[src/hw/rtl/mlr_pkg.sv]
`timescale 1ns / 1ps
// ----------------------------------------------------------------------------
// mlr_pkg
// Shared codes and constants of the midpoint line rasterizer.
// ----------------------------------------------------------------------------
package mlr_pkg;

    // Operation code of an input transaction
    typedef logic t_op;
    localparam t_op OP_START = 1'b0;
    localparam t_op OP_STEP  = 1'b1;

    // Slope class of the active line
    typedef logic [1:0] t_slope;
    localparam t_slope SLOPE_SHALLOW_UP   = 2'd0;
    localparam t_slope SLOPE_SHALLOW_DOWN = 2'd1;
    localparam t_slope SLOPE_STEEP_UP     = 2'd2;
    localparam t_slope SLOPE_STEEP_DOWN   = 2'd3;

    // Decision variable carries this many bits above the coordinate width
    localparam int DEC_EXTRA_BITS = 4;

endpackage

[src/hw/rtl/mlr_setup.sv]
`timescale 1ns / 1ps
// ----------------------------------------------------------------------------
// mlr_setup
// Line setup: orders the endpoints by x, picks the slope class and forms the
// initial decision value and its two increments.
// ----------------------------------------------------------------------------
module mlr_setup #(
    parameter int COORD_BITS = 10
) (
    input  logic [COORD_BITS-1:0]                          i_x_start,
    input  logic [COORD_BITS-1:0]                          i_y_start,
    input  logic [COORD_BITS-1:0]                          i_x_end,
    input  logic [COORD_BITS-1:0]                          i_y_end,
    output logic [COORD_BITS-1:0]                          o_x0,
    output logic [COORD_BITS-1:0]                          o_y0,
    output logic [COORD_BITS-1:0]                          o_x1,
    output logic [COORD_BITS-1:0]                          o_y1,
    output logic signed [COORD_BITS+mlr_pkg::DEC_EXTRA_BITS-1:0] o_decision,
    output logic signed [COORD_BITS+mlr_pkg::DEC_EXTRA_BITS-1:0] o_inc_diag,
    output logic signed [COORD_BITS+mlr_pkg::DEC_EXTRA_BITS-1:0] o_inc_axial,
    output mlr_pkg::t_slope                                o_slope,
    output logic                                           o_active
);

    localparam int DW = COORD_BITS + mlr_pkg::DEC_EXTRA_BITS;

    logic                  swap;
    logic [COORD_BITS-1:0] b_u;
    logic signed [DW-1:0]  dv_a;
    logic signed [DW-1:0]  dv_b;
    logic signed [DW-1:0]  dv_dy;

    // Endpoint ordering so that x never falls
    assign swap = (i_x_end < i_x_start);
    assign o_x0 = swap ? i_x_end   : i_x_start;
    assign o_y0 = swap ? i_y_end   : i_y_start;
    assign o_x1 = swap ? i_x_start : i_x_end;
    assign o_y1 = swap ? i_y_start : i_y_end;

    // Deltas at the decision width, formed from zero-extended coordinates
    assign b_u   = o_x1 - o_x0;
    assign dv_b  = $signed({{mlr_pkg::DEC_EXTRA_BITS{1'b0}}, b_u});
    assign dv_dy = $signed({{mlr_pkg::DEC_EXTRA_BITS{1'b0}}, o_y1})
                 - $signed({{mlr_pkg::DEC_EXTRA_BITS{1'b0}}, o_y0});
    assign dv_a  = -dv_dy;

    // Slope class and initial decision terms
    always_comb begin
        if (!dv_dy[DW-1] && (dv_dy <= dv_b)) begin
            o_slope     = mlr_pkg::SLOPE_SHALLOW_UP;
            o_decision  = (dv_a <<< 1) + dv_b;
            o_inc_diag  = (dv_a + dv_b) <<< 1;
            o_inc_axial = dv_a <<< 1;
        end else if (dv_dy[DW-1] && (dv_a <= dv_b)) begin
            o_slope     = mlr_pkg::SLOPE_SHALLOW_DOWN;
            o_decision  = (dv_a <<< 1) - dv_b;
            o_inc_diag  = (dv_a - dv_b) <<< 1;
            o_inc_axial = dv_a <<< 1;
        end else if (dv_dy > dv_b) begin
            o_slope     = mlr_pkg::SLOPE_STEEP_UP;
            o_decision  = dv_a + (dv_b <<< 1);
            o_inc_diag  = (dv_a + dv_b) <<< 1;
            o_inc_axial = dv_b <<< 1;
        end else begin
            o_slope     = mlr_pkg::SLOPE_STEEP_DOWN;
            o_decision  = dv_a - (dv_b <<< 1);
            o_inc_diag  = (dv_a - dv_b) <<< 1;
            o_inc_axial = -(dv_b <<< 1);
        end
    end

    // Line continues past the start pixel
    always_comb begin
        case (o_slope)
            mlr_pkg::SLOPE_SHALLOW_UP,
            mlr_pkg::SLOPE_SHALLOW_DOWN: o_active = (o_x0 < o_x1);
            mlr_pkg::SLOPE_STEEP_UP:     o_active = (o_y0 < o_y1);
            default:                     o_active = (o_y0 > o_y1);
        endcase
    end

endmodule

[src/hw/rtl/mlr_core.sv]
`timescale 1ns / 1ps
// ----------------------------------------------------------------------------
// mlr_core
// Line state registers and the single-step midpoint update. Produces the
// pixel of the current transaction combinationally from the input and state.
// ----------------------------------------------------------------------------
module mlr_core #(
    parameter int COORD_BITS = 10
) (
    input  logic                                           i_clk,
    input  logic                                           i_rst_n,
    input  logic                                           i_en,
    input  mlr_pkg::t_op                                   i_operation,
    input  logic [COORD_BITS-1:0]                          i_init_x,
    input  logic [COORD_BITS-1:0]                          i_init_y,
    input  logic [COORD_BITS-1:0]                          i_init_tx,
    input  logic [COORD_BITS-1:0]                          i_init_ty,
    input  logic signed [COORD_BITS+mlr_pkg::DEC_EXTRA_BITS-1:0] i_init_decision,
    input  logic signed [COORD_BITS+mlr_pkg::DEC_EXTRA_BITS-1:0] i_init_inc_diag,
    input  logic signed [COORD_BITS+mlr_pkg::DEC_EXTRA_BITS-1:0] i_init_inc_axial,
    input  mlr_pkg::t_slope                                i_init_slope,
    input  logic                                           i_init_active,
    output logic                                           o_valid_res,
    output logic [COORD_BITS-1:0]                          o_pixel_x,
    output logic [COORD_BITS-1:0]                          o_pixel_y,
    output logic                                           o_last
);

    localparam int DW = COORD_BITS + mlr_pkg::DEC_EXTRA_BITS;

    // Line state
    logic [COORD_BITS-1:0] r_cur_x,    n_cur_x;
    logic [COORD_BITS-1:0] r_cur_y,    n_cur_y;
    logic [COORD_BITS-1:0] r_tgt_x,    n_tgt_x;
    logic [COORD_BITS-1:0] r_tgt_y,    n_tgt_y;
    logic signed [DW-1:0]  r_decision, n_decision;
    logic signed [DW-1:0]  r_inc_diag, n_inc_diag;
    logic signed [DW-1:0]  r_inc_axial, n_inc_axial;
    mlr_pkg::t_slope       r_slope,    n_slope;
    logic                  r_active,   n_active;

    // Step results
    logic                  diag;
    logic [COORD_BITS-1:0] x_inc;
    logic [COORD_BITS-1:0] y_inc;
    logic [COORD_BITS-1:0] y_dec;
    logic [COORD_BITS-1:0] step_x;
    logic [COORD_BITS-1:0] step_y;
    logic signed [DW-1:0]  step_decision;
    logic                  step_active;

    assign x_inc = r_cur_x + 1'b1;
    assign y_inc = r_cur_y + 1'b1;
    assign y_dec = r_cur_y - 1'b1;

    // Diagonal or axial move per slope class
    always_comb begin
        case (r_slope)
            mlr_pkg::SLOPE_SHALLOW_UP:   diag = r_decision < 0;
            mlr_pkg::SLOPE_SHALLOW_DOWN: diag = r_decision > 0;
            mlr_pkg::SLOPE_STEEP_UP:     diag = r_decision > 0;
            default:                     diag = r_decision <= 0;
        endcase
    end

    // One pixel step
    always_comb begin
        step_x = r_cur_x;
        step_y = r_cur_y;
        if (diag) begin
            step_x        = x_inc;
            step_y        = ((r_slope == mlr_pkg::SLOPE_SHALLOW_UP) ||
                             (r_slope == mlr_pkg::SLOPE_STEEP_UP)) ? y_inc : y_dec;
            step_decision = r_decision + r_inc_diag;
        end else begin
            case (r_slope)
                mlr_pkg::SLOPE_SHALLOW_UP,
                mlr_pkg::SLOPE_SHALLOW_DOWN: step_x = x_inc;
                mlr_pkg::SLOPE_STEEP_UP:     step_y = y_inc;
                default:                     step_y = y_dec;
            endcase
            step_decision = r_decision + r_inc_axial;
        end
    end

    // End test against the target
    always_comb begin
        case (r_slope)
            mlr_pkg::SLOPE_SHALLOW_UP,
            mlr_pkg::SLOPE_SHALLOW_DOWN: step_active = (step_x < r_tgt_x);
            mlr_pkg::SLOPE_STEEP_UP:     step_active = (step_y < r_tgt_y);
            default:                     step_active = (step_y > r_tgt_y);
        endcase
    end

    // Next state and pixel of the current transaction
    always_comb begin
        n_cur_x     = r_cur_x;
        n_cur_y     = r_cur_y;
        n_tgt_x     = r_tgt_x;
        n_tgt_y     = r_tgt_y;
        n_decision  = r_decision;
        n_inc_diag  = r_inc_diag;
        n_inc_axial = r_inc_axial;
        n_slope     = r_slope;
        n_active    = r_active;
        o_valid_res = 1'b0;
        o_pixel_x   = '0;
        o_pixel_y   = '0;
        o_last      = 1'b0;
        if (i_operation == mlr_pkg::OP_START) begin
            n_cur_x     = i_init_x;
            n_cur_y     = i_init_y;
            n_tgt_x     = i_init_tx;
            n_tgt_y     = i_init_ty;
            n_decision  = i_init_decision;
            n_inc_diag  = i_init_inc_diag;
            n_inc_axial = i_init_inc_axial;
            n_slope     = i_init_slope;
            n_active    = i_init_active;
            o_valid_res = 1'b1;
            o_pixel_x   = i_init_x;
            o_pixel_y   = i_init_y;
            o_last      = !i_init_active;
        end else if (r_active) begin
            n_cur_x     = step_x;
            n_cur_y     = step_y;
            n_decision  = step_decision;
            n_active    = step_active;
            o_valid_res = 1'b1;
            o_pixel_x   = step_x;
            o_pixel_y   = step_y;
            o_last      = !step_active;
        end
    end

    // State update on each accepted transaction
    always_ff @(posedge i_clk) begin
        if (!i_rst_n) begin
            r_cur_x     <= '0;
            r_cur_y     <= '0;
            r_tgt_x     <= '0;
            r_tgt_y     <= '0;
            r_decision  <= '0;
            r_inc_diag  <= '0;
            r_inc_axial <= '0;
            r_slope     <= mlr_pkg::SLOPE_SHALLOW_UP;
            r_active    <= 1'b0;
        end else if (i_en) begin
            r_cur_x     <= n_cur_x;
            r_cur_y     <= n_cur_y;
            r_tgt_x     <= n_tgt_x;
            r_tgt_y     <= n_tgt_y;
            r_decision  <= n_decision;
            r_inc_diag  <= n_inc_diag;
            r_inc_axial <= n_inc_axial;
            r_slope     <= n_slope;
            r_active    <= n_active;
        end
    end

endmodule

[src/hw/rtl/midpoint_line_rasterizer.sv]
`timescale 1ns / 1ps
// ----------------------------------------------------------------------------
// midpoint_line_rasterizer
// Midpoint line rasterizer: a start transaction loads a line and gives its
// first pixel, each step gives the next pixel or, with no line active, an empty result.
// ----------------------------------------------------------------------------
//  channel  | valid    | stall    | payload
//  ---------+----------+----------+---------------------------------------------
//  input    | i_valid  | o_stall  | i_operation, i_x_start, i_y_start, i_x_end,
//           |          |          | i_y_end
//  output   | o_valid  | i_stall  | o_valid_res, o_pixel_x, o_pixel_y, o_last
//
//  One transaction per clock while o_stall is low; each result is registered in
//  the output or skid register. Setup and step are a single add and compare pass.
//  Reset (synchronous, i_rst_n low) clears the line state to idle and
//  empties the output register and skid register.
//  A stalled output fills the skid register; o_stall rises only once both
//  the output and skid registers hold results.
// ----------------------------------------------------------------------------
module midpoint_line_rasterizer #(
    parameter int COORD_BITS = 10
) (
    input  logic                  i_clk,
    input  logic                  i_rst_n,
    input  logic                  i_valid,
    output logic                  o_stall,
    input  logic                  i_operation,
    input  logic [COORD_BITS-1:0] i_x_start,
    input  logic [COORD_BITS-1:0] i_y_start,
    input  logic [COORD_BITS-1:0] i_x_end,
    input  logic [COORD_BITS-1:0] i_y_end,
    output logic                  o_valid,
    input  logic                  i_stall,
    output logic                  o_valid_res,
    output logic [COORD_BITS-1:0] o_pixel_x,
    output logic [COORD_BITS-1:0] o_pixel_y,
    output logic                  o_last
);

    localparam int DW = COORD_BITS + mlr_pkg::DEC_EXTRA_BITS;

    logic                  accept_in;
    logic                  take_out;

    logic [COORD_BITS-1:0] su_x0;
    logic [COORD_BITS-1:0] su_y0;
    logic [COORD_BITS-1:0] su_x1;
    logic [COORD_BITS-1:0] su_y1;
    logic signed [DW-1:0]  su_decision;
    logic signed [DW-1:0]  su_inc_diag;
    logic signed [DW-1:0]  su_inc_axial;
    mlr_pkg::t_slope       su_slope;
    logic                  su_active;

    logic                  res_valid_res;
    logic [COORD_BITS-1:0] res_x;
    logic [COORD_BITS-1:0] res_y;
    logic                  res_last;

    // Output and skid registers
    logic                  r_out_v;
    logic                  r_out_valid_res;
    logic [COORD_BITS-1:0] r_out_x;
    logic [COORD_BITS-1:0] r_out_y;
    logic                  r_out_last;
    logic                  r_skid_v;
    logic                  r_skid_valid_res;
    logic [COORD_BITS-1:0] r_skid_x;
    logic [COORD_BITS-1:0] r_skid_y;
    logic                  r_skid_last;

    assign accept_in = i_valid && !r_skid_v;
    assign take_out  = r_out_v && !i_stall;

    // Line setup
    mlr_setup #(
        .COORD_BITS (COORD_BITS)
    ) u_setup (
        .i_x_start   (i_x_start),
        .i_y_start   (i_y_start),
        .i_x_end     (i_x_end),
        .i_y_end     (i_y_end),
        .o_x0        (su_x0),
        .o_y0        (su_y0),
        .o_x1        (su_x1),
        .o_y1        (su_y1),
        .o_decision  (su_decision),
        .o_inc_diag  (su_inc_diag),
        .o_inc_axial (su_inc_axial),
        .o_slope     (su_slope),
        .o_active    (su_active)
    );

    // Line state and step
    mlr_core #(
        .COORD_BITS (COORD_BITS)
    ) u_core (
        .i_clk            (i_clk),
        .i_rst_n          (i_rst_n),
        .i_en             (accept_in),
        .i_operation      (i_operation),
        .i_init_x         (su_x0),
        .i_init_y         (su_y0),
        .i_init_tx        (su_x1),
        .i_init_ty        (su_y1),
        .i_init_decision  (su_decision),
        .i_init_inc_diag  (su_inc_diag),
        .i_init_inc_axial (su_inc_axial),
        .i_init_slope     (su_slope),
        .i_init_active    (su_active),
        .o_valid_res      (res_valid_res),
        .o_pixel_x        (res_x),
        .o_pixel_y        (res_y),
        .o_last           (res_last)
    );

    // Output register with skid stage
    always_ff @(posedge i_clk) begin
        if (!i_rst_n) begin
            r_out_v  <= 1'b0;
            r_skid_v <= 1'b0;
        end else if (accept_in) begin
            if (!r_out_v || take_out) begin
                r_out_v <= 1'b1;
            end else begin
                r_skid_v <= 1'b1;
            end
        end else if (take_out) begin
            r_out_v  <= r_skid_v;
            r_skid_v <= 1'b0;
        end
    end

    // Payload of the output and skid registers
    always_ff @(posedge i_clk) begin
        if (accept_in) begin
            if (!r_out_v || take_out) begin
                r_out_valid_res <= res_valid_res;
                r_out_x         <= res_x;
                r_out_y         <= res_y;
                r_out_last      <= res_last;
            end else begin
                r_skid_valid_res <= res_valid_res;
                r_skid_x         <= res_x;
                r_skid_y         <= res_y;
                r_skid_last      <= res_last;
            end
        end else if (take_out && r_skid_v) begin
            r_out_valid_res <= r_skid_valid_res;
            r_out_x         <= r_skid_x;
            r_out_y         <= r_skid_y;
            r_out_last      <= r_skid_last;
        end
    end

    assign o_stall     = r_skid_v;
    assign o_valid     = r_out_v;
    assign o_valid_res = r_out_valid_res;
    assign o_pixel_x   = r_out_x;
    assign o_pixel_y   = r_out_y;
    assign o_last      = r_out_last;

endmodule

[config.mk]
export PLATFORM = sky130hd
export DESIGN_NAME = midpoint_line_rasterizer
export DESIGN_NICKNAME = d
export VERILOG_FILES = /design/src/hw/rtl/mlr_pkg.sv /design/src/hw/rtl/mlr_setup.sv /design/src/hw/rtl/mlr_core.sv /design/src/hw/rtl/midpoint_line_rasterizer.sv
export SDC_FILE = /design/constraint.sdc
export NUM_CORES = 1
export LEC_CHECK = 0
export BUFFER_PORTS_ARGS = -buffer_cell sky130_fd_sc_hd__buf_2
export CAP_MARGIN = 30
export CORE_AREA = 2 2 174 142
export DETAILED_ROUTE_END_ITERATION = 6
export DIE_AREA = 0 0 176 144
export HOLD_SLACK_MARGIN = 0.06
export PLACE_DENSITY_LB_ADDON = 0.3
export SLEW_MARGIN = 30
export SYNTH_ARGS = -nofsm -noshare
export SYNTH_HDL_FRONTEND = slang
export SYNTH_HIERARCHICAL = 1
export SYNTH_SLANG_ARGS = --single-unit
[constraint.sdc]
create_clock -name i_clk -period 15.3 [get_ports i_clk]
set_input_delay 3.825 -clock i_clk [delete_from_list [all_inputs] [get_ports i_clk]]
set_output_delay 3.825 -clock i_clk [all_outputs]
set_load 0.01 [all_outputs]
==> flow_summary.yaml <==
clock_tree:
  tritoncts: "yes"
  cts_hold_buf: 0
  clockRootBuffer: "clkbuf_16"
  postCtsSetupBuffers: 0
  cts_made_buffers: 17
  clk_latency_ps: 420
  clock_tree.buffer_depth: 2
  cts_max_level: 4
  ctsResizeCount: 0
  clkTransAtPathRegs_ps: 60
  cts.sinks: 131
status:
  status: "finished clean"
setup_path:
  ff2ff_path_depth: 14
  cp.depth: 40
  path_common_cell: "o21ai_0"
  cp_data_required_time_ps: 15570
  worst-path-buf-inv: 2
  cp_slowest_cell: "a2111oi_2"
  cp.arrival_ps: 13440
  r2r-end: "u_core/r_decision[13]$_SDFFE_PN0P_"
  cp-end-kind: "flop"
  crit_path_start_kind: "input port"
  worst-r2r-setup-slack_ps: 10520
  regToRegStartpoint: "u_core/r_slope[1]$_SDFFE_PN0P_"
  critical_path.max_fanout: 12
  critPathKind: "in2reg"
  path_delay_family: "compound AO/OA/AOI/OAI gates"
  critPathMaxStageDelay_ps: 610
placement:
  dp.cells: 2088
  routabilityCongestion: 1.031
  dp_hpwl_um: 31100
  portBuffers: 68
die:
  start_util_pct: 58.84
  std_cell_rows: 51
  io_pins: 69
  die_x_um: 176
  fp.dieH_um: 144
  dieArea_um2: 25340
  core-area_um2: 23800
finish:
  instances_no_fill: 2120
  area_delta_synth_final_pct: 6.942
  diodes: 0
  fillerInstances: 2116
  final_nets: 1949
  fin_util_pct: 62.92
  layout_commonest_cell: "nand2_1"
  reg_top3: "u_core/r_decision (14), u_core/r_inc_axial (14), u_core/r_inc_diag (14)"
  mostFrequentLayoutCells: "nand2_1, a21oi_1, nor2_1"
  drive_gt1_share_pct: 12.87
power:
  pwr-share-clk_pct: 19.4
  power.total_uw: 2165
  p_switching_uw: 984.1
  leakagePower_uw: 0.006232
  peakVddDrop_v: 0.0001226
  pwr-share-comb_pct: 61.1
  p_per_area_nw_per_um2: 144.5
  p_int_uw: 1181
  swShare_pct: 45.46
  seqPwrFrac_pct: 19.5
logic_synthesis:
  synth_seq_area_share_pct: 21.87
  ys_warn_count: 6
  synth.cell_area_um2: 14000
  synth_cell_types: 125
  synth_edf_count: 44
  synth.avg_cell_area_um2: 7.841
  syn_inst: 1786
  synth-seq-cells: 131
  synthArstFlopShare_pct: 0
  synth_flop_cell: "dfxtp_1"
hold_path:
  worstHoldStart: "u_core/r_inc_diag[11]$_SDFFE_PN0P_"
  holdPathStages: 2
  hold_path_class: "reg2reg"
  worstHoldEndpoint: "u_core/r_inc_diag[11]$_SDFFE_PN0P_"
sta:
  fin_crit_ps: 13170
  setup_viol: 0
  fin_tns_setup_ps: 0
  fin_crit_sh_pct: 86.08
  hold_slack_ps: 452.3
  fmax_ghz: 0.07593
  finClkSkew_ps: 12.28
  relSlewSlack_pct: 29.65
  rsz0062_at_grt: "false"
  finalHoldViolations: 0
  worst_pin_slew_ps: 1052
  drv_slew: 0
global_route:
  grt_overflow_total: 0
  grt_pass1_vias: 12280
  gr-usage-all-layers_pct: 32.32
  grt_pass1_wl_um: 64740
  antenna_found_initial: 0
  grt_start_max_net_pins: 73
routing:
  wl_um: 41180
  vias: 13410
  wl_per_cell_um: 19.43
  drt-initial-drc-count: 1413
  vias_per_cell: 6.324
  firstDrtPassIters: 5
  postRouteAntennaNets: 0
  route.detailed.drc: 0
job:
  max_cap_viol_count: 0
==> worst min-delay path, delay by kind of cell, from the launching register on <==
kind,cells,cell delay [ps]
simple gates,1,50
flops,1,300
compound gates,1,50
==> synthesized netlist by cell type, drive strengths merged, types with 9 or more instances <==
master	count	area share (%)
nand4	12	0.54
o221ai	13	0.86
xnor2	62	3.9
nand2	288	7.7
o21ai	104	3.8
xor2	27	1.8
mux2i	28	2.0
nor3	39	1.5
dfxtp	87	12
inv	103	2.8
and2	15	0.67
a31oi	22	1.2
or3	10	0.48
a21boi	12	0.64
nand3b	9	0.48
o31ai	9	0.55
clkbuf	62	1.7
a211oi	33	2.0
buf	34	2.0
ha	109	9.7
nand2b	22	1.0
o22ai	10	0.49
edfxtp	44	9.4
nor2	148	4.1
a22o	9	0.56
nor4	14	1.0
a21oi	154	5.5
nand3	30	1.1
nor2b	30	1.3
a21o	27	1.4
o21a	15	0.80
o21bai	12	0.64
mux2	44	4.0
==> logic make-up (layout without fill, tap and decap cells) <==
kind of cell	after synthesis	in the layout	share of synthesized area, %
simple gates	659	659	22.50
compound gates	508	508	25.39
mux	72	72	6.022
fa+ha+maj	120	120	10.95
buf+inv	200	215	6.540
other cells	1	2	0.02678
xor+xnor	95	95	6.701
flops	131	131	21.87
==> metal layers <==
metal  vias up  GRT usage [%]  share of wire [%]
met4         0          14.31                4.1
met3        93          6.073                9.0
met2       611          49.36                 42
li1       6374              -                  -
met1      6328          44.61                 44
met5         -              0                  0
==> power groups by stage <==
stage	Combinational (µW)	Clock, µW	Sequential [µW]
4_1_cts	1290	424	421
2_1_floorplan	1000	0	423
6_report	1320	421	422
3_3_place_gp	1260	0	426
5_1_grt	1450	439	426
3_5_place_dp	1280	0	428
==> layout make-up <==
cell class	instances	area, µm²	area share [%]
clock buffer	20	446.7	2.982
clock inverter	12	153.9	1.028
inverter	104	400.4	2.673
multi-input combinational	1456	10090	67.39
sequential	131	3063	20.45
tap	318	397.9	2.657
timing repair buffer	79	422.9	2.824
==> stage by stage <==
step	area (µm²)	worst slack [ps]
2_1_floorplan	14010	3136
3_3_place_gp	14340	2414
3_5_place_dp	14360	1983
4_1_cts	14960	2376
5_1_grt	14980	1304
6_report	14980	2130
==> worst max path at each step <==
| stage | start | end | slack (ps) |
|---|---|---|---|
| 2_1_floorplan | i_x_start[8] | u_core/r_decision[13]$_SDFFE_PN0P_ | 3140 |
| 3_3_place_gp | i_x_start[5] | u_core/r_decision[13]$_SDFFE_PN0P_ | 2410 |
| 3_5_place_dp | i_x_start[5] | u_core/r_decision[13]$_SDFFE_PN0P_ | 1980 |
| 4_1_cts | i_x_start[5] | u_core/r_decision[13]$_SDFFE_PN0P_ | 2380 |
| 5_1_grt | i_x_start[5] | u_core/r_decision[13]$_SDFFE_PN0P_ | 1300 |
| 6_report | i_x_start[5] | u_core/r_decision[13]$_SDFFE_PN0P_ | 2130 |
(Power assumes the default switching activity.)
